## src/rtl/achp_pkg.sv

```systemverilog
package achp_pkg;

    localparam int unsigned HASH_BYTES_DEFAULT = 16;

    localparam int unsigned CFG_IDX_W  = 2;
    localparam int unsigned CFG_DATA_W = 16;

    localparam logic        LAYOUT_RST       = 1'b1;
    localparam logic [10:0] MAX_PATHS_RST    = 11'd1500;
    localparam logic [15:0] MAX_PATH_LEN_RST = 16'd200;
    localparam logic [31:0] FORMAT_MASK      = 32'h0000FFFF;
    localparam logic [31:0] LENGTH_MAX       = 32'hFFFFFFFF;

    typedef enum logic [CFG_IDX_W-1:0] {
        REG_LAYOUT       = 2'd0,
        REG_MAX_PATHS    = 2'd1,
        REG_MAX_PATH_LEN = 2'd2
    } reg_idx_t;

    typedef enum logic [3:0] {
        KIND_HASH      = 4'd0,
        KIND_COUNT     = 4'd1,
        KIND_PATH_LEN  = 4'd2,
        KIND_PATH_CHAR = 4'd3,
        KIND_ATTR_LEN  = 4'd4,
        KIND_ATTR_CHAR = 4'd5,
        KIND_PAD       = 4'd6,
        KIND_FORMAT    = 4'd7,
        KIND_IGNORED   = 4'd8
    } kind_t;

    typedef enum logic [1:0] {
        ERR_NONE      = 2'd0,
        ERR_PATH_CNT  = 2'd1,
        ERR_PATH_LEN  = 2'd2
    } err_t;

    typedef enum logic [11:0] {
        PH_IDLE      = 12'b0000_0000_0001,
        PH_HASH      = 12'b0000_0000_0010,
        PH_COUNT     = 12'b0000_0000_0100,
        PH_PLEN      = 12'b0000_0000_1000,
        PH_PCHAR     = 12'b0000_0001_0000,
        PH_ALEN      = 12'b0000_0010_0000,
        PH_ACHAR     = 12'b0000_0100_0000,
        PH_PAD       = 12'b0000_1000_0000,
        PH_FMT       = 12'b0001_0000_0000,
        PH_DONE      = 12'b0010_0000_0000,
        PH_ERR_COUNT = 12'b0100_0000_0000,
        PH_ERR_LEN   = 12'b1000_0000_0000
    } phase_t;

    typedef struct packed {
        logic        layout;
        logic [10:0] max_paths;
        logic [15:0] max_path_len;
    } cfg_t;

    typedef struct packed {
        phase_t      phase;
        logic [1:0]  word_cnt;
        logic [31:0] acc;
        logic [10:0] paths_rem;
        logic [31:0] skip_rem;
        logic [10:0] cur_path;
        logic [31:0] bytes;
    } state_t;

    typedef struct packed {
        kind_t       kind;
        logic [10:0] path_index;
        logic        done;
        logic [15:0] fmt;
        logic [31:0] length;
        err_t        err;
    } result_t;

endpackage

```

## src/rtl/achp_cfg.sv

```systemverilog
module achp_cfg (
    input  logic                                aclk,
    input  logic                                aresetn,
    input  logic                                cfg_we,
    input  logic [achp_pkg::CFG_IDX_W-1:0]      cfg_idx,
    input  logic [achp_pkg::CFG_DATA_W-1:0]     cfg_data,
    output achp_pkg::cfg_t                      cfg
);

    achp_pkg::cfg_t cfg_reg;
    achp_pkg::cfg_t cfg_next;

    always_comb begin
        cfg_next = cfg_reg;
        if (cfg_we) begin
            unique case (cfg_idx)
                achp_pkg::REG_LAYOUT:       cfg_next.layout       = cfg_data[0];
                achp_pkg::REG_MAX_PATHS:    cfg_next.max_paths    = cfg_data[10:0];
                achp_pkg::REG_MAX_PATH_LEN: cfg_next.max_path_len = cfg_data[15:0];
                default:                    cfg_next = cfg_reg;
            endcase
        end
    end

    always_ff @(posedge aclk) begin
        if (!aresetn) begin
            cfg_reg.layout       <= achp_pkg::LAYOUT_RST;
            cfg_reg.max_paths    <= achp_pkg::MAX_PATHS_RST;
            cfg_reg.max_path_len <= achp_pkg::MAX_PATH_LEN_RST;
        end else begin
            cfg_reg <= cfg_next;
        end
    end

    assign cfg = cfg_reg;

endmodule

```

## src/rtl/achp_core.sv

```systemverilog
module achp_core #(
    parameter int unsigned HASH_BYTES = achp_pkg::HASH_BYTES_DEFAULT,
    parameter int unsigned HASH_CNT_W = $clog2(HASH_BYTES + 2)
) (
    input  achp_pkg::state_t        state,
    input  logic [HASH_CNT_W-1:0]   hash_cnt,
    input  achp_pkg::cfg_t          cfg,
    input  logic [7:0]              byte_value,
    input  logic                    start_of_header,
    output achp_pkg::state_t        state_next,
    output logic [HASH_CNT_W-1:0]   hash_cnt_next,
    output achp_pkg::result_t       result
);

    localparam logic [HASH_CNT_W-1:0] HASH_LAST = HASH_CNT_W'(HASH_BYTES);
    localparam bit HAS_HASH = (HASH_BYTES > 0);

    always_comb begin
        achp_pkg::state_t        cur;
        logic [HASH_CNT_W-1:0]   hc;
        logic [31:0]             word;
        logic                    word_last;
        logic [10:0]             np_rem;
        logic [10:0]             np_path;
        achp_pkg::phase_t        np_phase;
        logic                    consumed;

        cur = state;
        hc  = hash_cnt;
        // A start byte clears the parse state before it is classified.
        if (start_of_header) begin
            cur       = '0;
            cur.phase = (cfg.layout && HAS_HASH) ? achp_pkg::PH_HASH : achp_pkg::PH_COUNT;
            hc        = '0;
        end

        word      = cur.acc | ({24'd0, byte_value} << {cur.word_cnt, 3'b000});
        word_last = (cur.word_cnt == 2'd3);

        np_rem   = cur.paths_rem - 11'd1;
        np_path  = cur.cur_path + 11'd1;
        np_phase = (cur.paths_rem == 11'd1) ? achp_pkg::PH_ALEN : achp_pkg::PH_PLEN;

        state_next        = cur;
        hash_cnt_next     = hc;
        result.kind       = achp_pkg::KIND_IGNORED;
        result.path_index = '0;
        result.done       = 1'b0;
        result.fmt        = '0;
        result.err        = achp_pkg::ERR_NONE;
        consumed          = 1'b1;

        unique case (cur.phase)
            achp_pkg::PH_HASH: begin
                result.kind   = achp_pkg::KIND_HASH;
                hash_cnt_next = hc + HASH_CNT_W'(1);
                if (hash_cnt_next == HASH_LAST) begin
                    hash_cnt_next    = '0;
                    state_next.phase = achp_pkg::PH_COUNT;
                end
            end
            achp_pkg::PH_COUNT: begin
                result.kind         = achp_pkg::KIND_COUNT;
                state_next.word_cnt = cur.word_cnt + 2'd1;
                state_next.acc      = word_last ? 32'd0 : word;
                if (word_last) begin
                    if (word > {21'd0, cfg.max_paths}) begin
                        result.err       = achp_pkg::ERR_PATH_CNT;
                        state_next.phase = achp_pkg::PH_ERR_COUNT;
                    end else begin
                        state_next.paths_rem = word[10:0];
                        state_next.cur_path  = '0;
                        state_next.phase     = (word == 32'd0) ? achp_pkg::PH_ALEN
                                                               : achp_pkg::PH_PLEN;
                    end
                end
            end
            achp_pkg::PH_PLEN: begin
                result.kind         = achp_pkg::KIND_PATH_LEN;
                result.path_index   = cur.cur_path;
                state_next.word_cnt = cur.word_cnt + 2'd1;
                state_next.acc      = word_last ? 32'd0 : word;
                if (word_last) begin
                    if (word > {16'd0, cfg.max_path_len}) begin
                        result.err       = achp_pkg::ERR_PATH_LEN;
                        state_next.phase = achp_pkg::PH_ERR_LEN;
                    end else if (word == 32'd0) begin
                        state_next.paths_rem = np_rem;
                        state_next.cur_path  = np_path;
                        state_next.phase     = np_phase;
                    end else begin
                        state_next.skip_rem = word;
                        state_next.phase    = achp_pkg::PH_PCHAR;
                    end
                end
            end
            achp_pkg::PH_PCHAR: begin
                result.kind         = achp_pkg::KIND_PATH_CHAR;
                result.path_index   = cur.cur_path;
                state_next.skip_rem = cur.skip_rem - 32'd1;
                if (cur.skip_rem == 32'd1) begin
                    state_next.paths_rem = np_rem;
                    state_next.cur_path  = np_path;
                    state_next.phase     = np_phase;
                end
            end
            achp_pkg::PH_ALEN: begin
                result.kind         = achp_pkg::KIND_ATTR_LEN;
                state_next.word_cnt = cur.word_cnt + 2'd1;
                state_next.acc      = word_last ? 32'd0 : word;
                if (word_last) begin
                    state_next.skip_rem = word;
                    state_next.phase    = (word == 32'd0) ? achp_pkg::PH_FMT
                                                          : achp_pkg::PH_ACHAR;
                end
            end
            achp_pkg::PH_ACHAR: begin
                result.kind         = achp_pkg::KIND_ATTR_CHAR;
                state_next.skip_rem = cur.skip_rem - 32'd1;
                if (cur.skip_rem == 32'd1) begin
                    state_next.phase = achp_pkg::PH_PAD;
                end
            end
            achp_pkg::PH_PAD: begin
                result.kind      = achp_pkg::KIND_PAD;
                state_next.phase = achp_pkg::PH_FMT;
            end
            achp_pkg::PH_FMT: begin
                result.kind = achp_pkg::KIND_FORMAT;
                if (!cfg.layout) begin
                    result.fmt  = {8'd0, byte_value};
                    result.done = 1'b1;
                end else begin
                    state_next.word_cnt = cur.word_cnt + 2'd1;
                    state_next.acc      = word_last ? 32'd0 : word;
                    if (word_last) begin
                        result.fmt  = 16'(word & achp_pkg::FORMAT_MASK);
                        result.done = 1'b1;
                    end
                end
                if (result.done) begin
                    state_next.phase = achp_pkg::PH_DONE;
                end
            end
            achp_pkg::PH_ERR_COUNT: begin
                consumed   = 1'b0;
                result.err = achp_pkg::ERR_PATH_CNT;
            end
            achp_pkg::PH_ERR_LEN: begin
                consumed   = 1'b0;
                result.err = achp_pkg::ERR_PATH_LEN;
            end
            default: begin
                consumed = 1'b0;
            end
        endcase

        if (consumed && (cur.bytes != achp_pkg::LENGTH_MAX)) begin
            state_next.bytes = cur.bytes + 32'd1;
        end
        result.length = state_next.bytes;
    end

endmodule

```

## src/rtl/asset_common_header_parser.sv

```systemverilog
// Asset header parser, one beat in and one beat out per header byte.
// The input channel (s_) carries a header byte and a start flag that marks
// the first byte of a new header and restarts the parser at any point.
// The result channel (m_) classifies each byte, gives the path index for
// path bytes, and on the last format byte raises header_done with the format
// value. header_length counts the bytes of the current header, and
// error_code reports a path count or path length above its limit, after
// which bytes are ignored until the next start.
// A beat accepted at an edge is registered and shown on the result channel
// after that edge. Throughput is one beat per cycle while the receiver
// takes each result, set by the single registered pass from the parse state
// through the byte logic to the result register; the parse state itself is
// updated at the same edge. When the receiver stalls, the result register
// holds its beat and s_ready drops until that beat is taken; taking it frees
// the register in the same cycle for the next beat.
// Reset sets the parser idle, clears the length and loads the register
// defaults: newer layout, path count limit 1500, path length limit 200.
// The user must write the configuration port only while no beat is in flight; the block does not enforce it.
module asset_common_header_parser #(
    parameter int unsigned HASH_BYTES = achp_pkg::HASH_BYTES_DEFAULT
) (
    input  logic                             aclk,
    input  logic                             aresetn,
    input  logic                             cfg_we,
    input  logic [achp_pkg::CFG_IDX_W-1:0]   cfg_idx,
    input  logic [achp_pkg::CFG_DATA_W-1:0]  cfg_data,
    input  logic                             s_valid,
    output logic                             s_ready,
    input  logic [7:0]                       s_byte_value,
    input  logic                             s_start_of_header,
    output logic                             m_valid,
    input  logic                             m_ready,
    output logic [3:0]                       m_byte_kind,
    output logic [10:0]                      m_path_index,
    output logic                             m_header_done,
    output logic [15:0]                      m_format_value,
    output logic [31:0]                      m_header_length,
    output logic [1:0]                       m_error_code
);

    localparam int unsigned HASH_CNT_W = $clog2(HASH_BYTES + 2);

    achp_pkg::cfg_t          cfg;
    achp_pkg::state_t        state_reg;
    achp_pkg::state_t        state_next;
    logic [HASH_CNT_W-1:0]   hash_cnt_reg;
    logic [HASH_CNT_W-1:0]   hash_cnt_next;
    achp_pkg::result_t       result_reg;
    achp_pkg::result_t       result_next;
    logic                    m_valid_reg;
    logic                    accept;

    achp_cfg u_cfg (
        .aclk     (aclk),
        .aresetn  (aresetn),
        .cfg_we   (cfg_we),
        .cfg_idx  (cfg_idx),
        .cfg_data (cfg_data),
        .cfg      (cfg)
    );

    achp_core #(
        .HASH_BYTES (HASH_BYTES),
        .HASH_CNT_W (HASH_CNT_W)
    ) u_core (
        .state           (state_reg),
        .hash_cnt        (hash_cnt_reg),
        .cfg             (cfg),
        .byte_value      (s_byte_value),
        .start_of_header (s_start_of_header),
        .state_next      (state_next),
        .hash_cnt_next   (hash_cnt_next),
        .result          (result_next)
    );

    assign s_ready = !m_valid_reg || m_ready;
    assign accept  = s_valid && s_ready;

    always_ff @(posedge aclk) begin
        if (!aresetn) begin
            state_reg.phase     <= achp_pkg::PH_IDLE;
            state_reg.word_cnt  <= '0;
            state_reg.acc       <= '0;
            state_reg.paths_rem <= '0;
            state_reg.skip_rem  <= '0;
            state_reg.cur_path  <= '0;
            state_reg.bytes     <= '0;
            hash_cnt_reg        <= '0;
            m_valid_reg         <= 1'b0;
        end else begin
            if (accept) begin
                state_reg    <= state_next;
                hash_cnt_reg <= hash_cnt_next;
                m_valid_reg  <= 1'b1;
            end else if (m_ready) begin
                m_valid_reg  <= 1'b0;
            end
        end
    end

    always_ff @(posedge aclk) begin
        if (accept) begin
            result_reg <= result_next;
        end
    end

    assign m_valid         = m_valid_reg;
    assign m_byte_kind     = result_reg.kind;
    assign m_path_index    = result_reg.path_index;
    assign m_header_done   = result_reg.done;
    assign m_format_value  = result_reg.fmt;
    assign m_header_length = result_reg.length;
    assign m_error_code    = result_reg.err;

`ifndef SYNTHESIS
    a_done_is_format: assert property (@(posedge aclk) disable iff (!aresetn)
        m_valid && m_header_done |-> m_byte_kind == achp_pkg::KIND_FORMAT)
        else $error("header_done on a byte that is not a format byte");

    a_format_only_when_done: assert property (@(posedge aclk) disable iff (!aresetn)
        m_valid && (m_format_value != 16'd0) |-> m_header_done)
        else $error("format value shown without header_done");

    a_beat_gives_result: assert property (@(posedge aclk) disable iff (!aresetn)
        s_valid && s_ready |=> m_valid)
        else $error("accepted beat produced no result");

    a_start_leaves_idle: assert property (@(posedge aclk) disable iff (!aresetn)
        s_valid && s_ready && s_start_of_header |=> state_reg.phase != achp_pkg::PH_IDLE)
        else $error("parser idle after a start beat");
`endif

endmodule
```

## config.mk

```make
export PLATFORM = sky130hd
export DESIGN_NAME = asset_common_header_parser
export DESIGN_NICKNAME = d
export VERILOG_FILES = /design/src/rtl/achp_pkg.sv /design/src/rtl/achp_cfg.sv /design/src/rtl/achp_core.sv /design/src/rtl/asset_common_header_parser.sv
export SDC_FILE = /design/constraint.sdc
export NUM_CORES = 1
export LEC_CHECK = 0
export BUFFER_PORTS_ARGS = -buffer_cell sky130_fd_sc_hd__buf_2
export CELL_PAD_IN_SITES_DETAIL_PLACEMENT = 1
export CELL_PAD_IN_SITES_GLOBAL_PLACEMENT = 2
export CORE_UTILIZATION = 31
export DETAILED_ROUTE_END_ITERATION = 8
export PLACE_DENSITY_LB_ADDON = 0.1
export SLEW_MARGIN = 20
export SYNTH_ARGS = -nofsm -noshare
export SYNTH_HDL_FRONTEND = slang
export SYNTH_SLANG_ARGS = --single-unit
export TNS_END_PERCENT = 20
```

## constraint.sdc

```tcl
create_clock -name aclk -period 6.2 [get_ports aclk]
set_clock_uncertainty 0.15 [all_clocks]
set_input_delay 0 -clock aclk [delete_from_list [all_inputs] [get_ports aclk]]
set_output_delay 0 -clock aclk [all_outputs]
set_load 0.05 [all_outputs]
```

== Word-level counts from Yosys, hierarchy flattened ==
Index checks and enable logic that the tools add are counted.

* Bits of input ports: 32
* Output and inout port bits: 68
* Bits in registers: 232
* Word-level logic and storage cells: 109

* Reduce and logical (&&, ||, !) cells: 14
* Order comparisons: 2
* Shifts and indexed selects: 1
* Bitwise operators: 1
* Add/subtract/negate cells: 6
* Equality and inequality tests: 17
* Multiplexer cells: 50

{| class="wikitable"
|+ Operator list
! cell !! number
|-
| $mux 132 || 1
|-
| $mux 32 || 4
|-
| $mux 12 || 10
|-
| $mux 54 || 2
|-
| $pmux 12 s8 || 1
|-
| $pmux 32 s3 || 1
|-
| $mux 11 || 8
|-
| $pmux 34 s2 || 1
|-
| $pmux 11 s3 || 2
|-
| $mux 17 || 3
|-
| $mux 34 || 1
|-
| $add 32x1->32 const B || 1
|-
| $eq 32x1->1 const B || 1
|-
| $gt 32x11->1 || 1
|-
| $gt 32x16->1 || 1
|-
| $logic_not 32->1 || 1
|-
| $ne 32x32->1 const B || 1
|-
| $or 32x32->32 || 1
|-
| $pmux 4 s8 || 1
|-
| $shl 8x5->32 || 1
|-
| $sub 32x1->32 const B || 1
|-
| $mux 5 || 3
|-
| $eq 12x11->1 const B || 1
|-
| $eq 12x12->1 const B || 1
|-
| other kinds (31) || 42
|}

== Logic depth before layout (Yosys ltp) ==
* Word-level depth: 9
* Depth in mapped cells: 20
* Mapped depth without buffers: 13

== Modules after synthesis ==
From an unflattened synthesis, not the netlist that was laid out.

* Cell total of the unflattened synthesis: 1,971
* Area total of the unflattened synthesis: 15,653.8 um^2

{| class="wikitable"
|+ By module, submodules not included
! module !! seq. area each (um^2) !! cells an instance !! area an instance (um^2) !! times used
|-
| asset_common_header_parser || 4,744.6 || 665 || 7,467.2 || 1
|-
| achp_core || 0.0 || 1,186 || 7,009.2 || 1
|-
| achp_cfg || 560.5 || 120 || 1,177.4 || 1
|}

== Worst setup path after synthesis ==
Ideal clock, no wire load.

* Kind: register -> register
* Start: reg m_valid_reg, in the netlist m_valid
* End: reg state_reg[130] in the netlist's numbering
* Clock period less this slack: 4.562 ns
* Buffers on the path: 3
* Arrival: 4.336 ns
* Setup slack: 1.638 ns
* Cell stages (with the launch flop): 9
* Cells stage by stage: dfxtp_1 nand2b_1 nand2_1 inv_1 clkbuf_1 clkbuf_1 clkbuf_1 a22oi_1 nor2_1

* Word-level cells in the longest chain between the ends: 3

{| class="wikitable"
|+ Ends and longest elaborated chain
! what !! RTL line !! RTL
|-
| start, declared || asset_common_header_parser.sv:50 || <nowiki>logic m_valid_reg;</nowiki>
|-
| start signal, assigned || asset_common_header_parser.sv:89 || <nowiki>m_valid_reg <= 1'b0;</nowiki>
|-
| start signal, assigned || asset_common_header_parser.sv:94 || <nowiki>m_valid_reg <= 1'b1;</nowiki>
|-
| start signal, assigned || asset_common_header_parser.sv:96 || <nowiki>m_valid_reg <= 1'b0;</nowiki>
|-
| $logic_not 1->1 || asset_common_header_parser.sv:76 || <nowiki>assign s_ready = !m_valid_reg || m_ready;</nowiki>
|-
| $logic_or 1x1->1 || asset_common_header_parser.sv:76 ||
|-
| net s_ready || asset_common_header_parser.sv:28 || <nowiki>output logic s_ready,</nowiki>
|-
| $logic_and 1x1->1 || asset_common_header_parser.sv:77 || <nowiki>assign accept = s_valid && s_ready;</nowiki>
|-
| net accept || asset_common_header_parser.sv:51 || <nowiki>logic accept;</nowiki>
|-
| end signal, assigned || asset_common_header_parser.sv:92 || <nowiki>state_reg <= state_next;</nowiki>
|-
| end, declared || asset_common_header_parser.sv:44 || <nowiki>achp_pkg::state_t state_reg;</nowiki>
|}

The timed path passes the listed nets, and every way through them passes these cells.
A chain may end at the register's enable or synchronous reset.

== Worst setup path after layout ==
* Start: reg state_reg[119] in the netlist's numbering
* End: reg state_reg[83] in the netlist's numbering

* Word-level cells in the longest chain between the ends: 8
* Elaborated cells between the ends (all ways): 13
* Those cells by class: order compare: 2; eq/ne: 1; shift: 1; mux: 7; bitwise: 1; reduce/logical: 1

{| class="wikitable"
|+ Ends and longest elaborated chain
! what !! RTL line !! RTL
|-
| $mux 132 * || achp_core.sv:31 || <nowiki>if (start_of_header) begin</nowiki>
|-
| parallel branches: the longest is 6 deep, another holds $gt 32x16->1 || n/a ||
|-
| $pmux 11 s3 * || achp_core.sv:53 || <nowiki>unique case (cur.phase)</nowiki>
|}

Mark *: on every way between the ends.

==> run summary <==
Path depth of the worst reg2reg path: 13
Final setup vio count: 0
Main flop type after synthesis: dfxtp_1
Die H: 216.3 um
FF+latch area: 5305 um^2
Post-synth top area cell: dfxtp_1
Total wire length: 59660 um
Area of the multi-input gates: 8228 um^2
GP Congestion: 0.8318
Initial antenna violation count: 0
R2r startpoint: state_reg[119]
Die area: 46800 um^2
Core footprint: 45380 um^2
Fin nets: 1914
Worst hold path class: input pin to flip-flop
Synth top area cells: dfxtp_1, edfxtp_1, nand2_1
Worst Hold Endpoint: u_cfg.cfg[15]
Critical path class: flip-flop to flip-flop
Power Dens Cells: 234.5 nW/um^2
Critical Path RT: 6.45 ns
Num ports: 100
Post-layout minimum cycle time: 4.939 ns
R2r setup slk: 1.26 ns
Synth Cell Area: 14240 um^2
Hold Path Origin: cfg_data[15]
Max Cap Viol: 0
Total CTS buffers: 30
Most frequent CP cell: nand4_1
Max Root-Sink Buffers: 3
Clk slew on worst S/H paths: 0.06 ns
Worst-path cell chain: nor2b_1, a21oi_1, or2_2, inv_1, ha_1, nand4_1, a311oi_1, a211o_1, o31a_1, o31ai_1, nand4_1, o21ai_0, a221oi_1
Via density: 5.781
RSZ-0062 raised after global routing: no
CP startpoint kind: flip-flop
Syn_area_per_cell: 8.064 um^2
# DRC: 0
Period Utilization, post-route: 0.7966
Final cell count without fillers: 2471
Outcome: finished clean
Crit path max fanout: 19
CP max-delay cell: o31ai_1
Register area share after synthesis: 0.3725
# port buffers: 99
Largest register FFs: 132
DRT Pass-1 Iters: 5
Ant. Diodes: 0
Post-DRT Antenna Nets: 0
P_leak: 6.006 nW
Clk_lat worst skew: 0.59 ns
CTS tree: done
Max Fclk: 202.5 MHz
Rel. slew slack: 0.3269
Gr ovfl total: 0
Routed WL per cell: 24.14 um
H-Tree Depth: 1
Initial Util: 0.3138
Post-Syn Nets: 1833
FP Rows: 78
Filler cells: 5460
DRT iter0 DRCs: 993
Hold Vio Cnt, Final: 0
Setup tns final: 0 ns
Share of layout cells above drive strength 1: 0.1235
Post_cts resized: 0
Gate Count Post-Synth: 1766
Post-CTS Setup Bufs: 0
Via Count: 14280
Post-synth cell types: 85
Clk Tree Root Cell: clkbuf_16
Share of Yosys cell area claimed by the top area cell type: 0.2334
Worst R2R End: state_reg[83]
First-pass GRT wire length: 91450 um
WHS: 0.05655 ns
Die Wd: 216.3 um
Yosys warns: 0
Crit path DAT: 5.19 ns
Power Total: 3.907 mW
Post-CTS Hold Buffers: 37
Placed insts: 2378
Vias in the first global route: 14580
Register bit count reported by yosys: 232
Number of synthesized flops with an enable pin: 66
Worst slew pin tran: 1.010 ns
Peak VDD IR: 203.0 uV
CTS sink cnt: 232
Hold path cells: 4
FFs w/ async S/R, synth: 0
Critical Path End Type: flip-flop
DP HPWL: 41680 um
P&R area growth vs syn: 16.99%
Global Route Usage Sum: 0.2520
CP peak stage delay: 0.69 ns
Final Max Slew Viols: 0
Largest net degree at the start of global routing: 71
==> cell usage after synthesis (all sizes together), types with 29 or more instances <==
master and n:
nor3 51, a22oi 53, a31oi 36, nor2 178, nand2 203, nor2b 38, o211ai 29, clkbuf 88
ha 35, a21oi 143, buf 39, nand3 57, dfxtp 166, inv 54, nor4 37, xnor2 29
edfxtp 66, o21ai 116
==> critical path: cells and delay by family, from the launching register on <==
| family | cells | cell delay [ns] |
|---|---|---|
| buffers and inverters | 1 | 0.24 |
| flip-flops | 1 | 0.53 |
| adder cells (fa/ha/maj) | 1 | 0.29 |
| AO/OA/AOI/OAI | 7 | 2.06 |
| AND/OR/NAND/NOR | 4 | 1.46 |
==> cell type report <==
cell class,instances,share of cell area
flip-flops and latches,232,0.3184
repair buffers,176,0.07014
inverters,54,0.01247
clock inverters,17,0.01111
well taps,600,0.04506
multi-input cells,1353,0.4938
clock buffers,39,0.04896
==> cells by family after synthesis <==
group / share of synthesized area
AO/OA/AOI/OAI: 0.2554
XOR/XNOR: 0.03075
adder cells (fa/ha/maj): 0.03075
buffers and inverters: 0.05166
flip-flops: 0.3725
multiplexers: 0.008786
AND/OR/NAND/NOR: 0.2501
==> cells in the final DEF, fill, tap and decap left out, types with 15 or more instances in the layout <==
cell / n
nor3_1: 47
inv_1: 48
and3_1: 22
nand4_1: 19
nand3_1: 57
nor2b_1: 38
xnor2_1: 29
o211ai_1: 29
o21ai_0: 110
clkbuf_16: 31
dfxtp_1: 166
buf_4: 41
or3_1: 19
dlygate4sd3_1: 37
xor2_1: 21
a22oi_1: 50
a21oi_1: 141
nand2_1: 201
ha_1: 34
a221oi_1: 15
and2_1: 19
nor2_1: 178
a31oi_1: 36
buf_2: 98
nor4_1: 30
edfxtp_1: 66
==> power by group <==
group          internal (mW)  switching (mW)
Sequential              1.59          0.0181
Clock                   1.09           0.718
Combinational          0.122           0.367
Total                   2.80            1.10
==> stage by stage <==
step | utilization | area (um^2) | worst slack [ns]
after floorplan | - | 14240 | 1.638
after global placement | 0.3369 | 15290 | 1.471
after detailed placement | 0.3369 | 15290 | 1.317
after CTS | 0.3671 | 16660 | 1.301
after global routing | 0.3671 | 16660 | 0.8554
final | 0.3671 | 16660 | 1.261
==> metal layers <==
layer  up-vias  wire (um)  track usage
met1      7141      28240       0.3505
li1       6730          -            -
met5         -          0            0
met2       319      27440       0.4111
met3        94       2252      0.02582
met4         0       1727      0.07277
==> worst max-delay path by stage <==
stage,startpoint,to,slack [ns],cells past startpoint
floorplan,m_valid,state_reg[130],1.64,8
global placement,state_reg[119],state_reg[83],1.47,13
detailed placement,state_reg[119],state_reg[83],1.32,13
CTS,state_reg[119],state_reg[83],1.30,13
global route,state_reg[119],state_reg[83],0.86,13
finish,state_reg[119],state_reg[83],1.26,13
No activity file was read; power rests on OpenSTA's default activity.
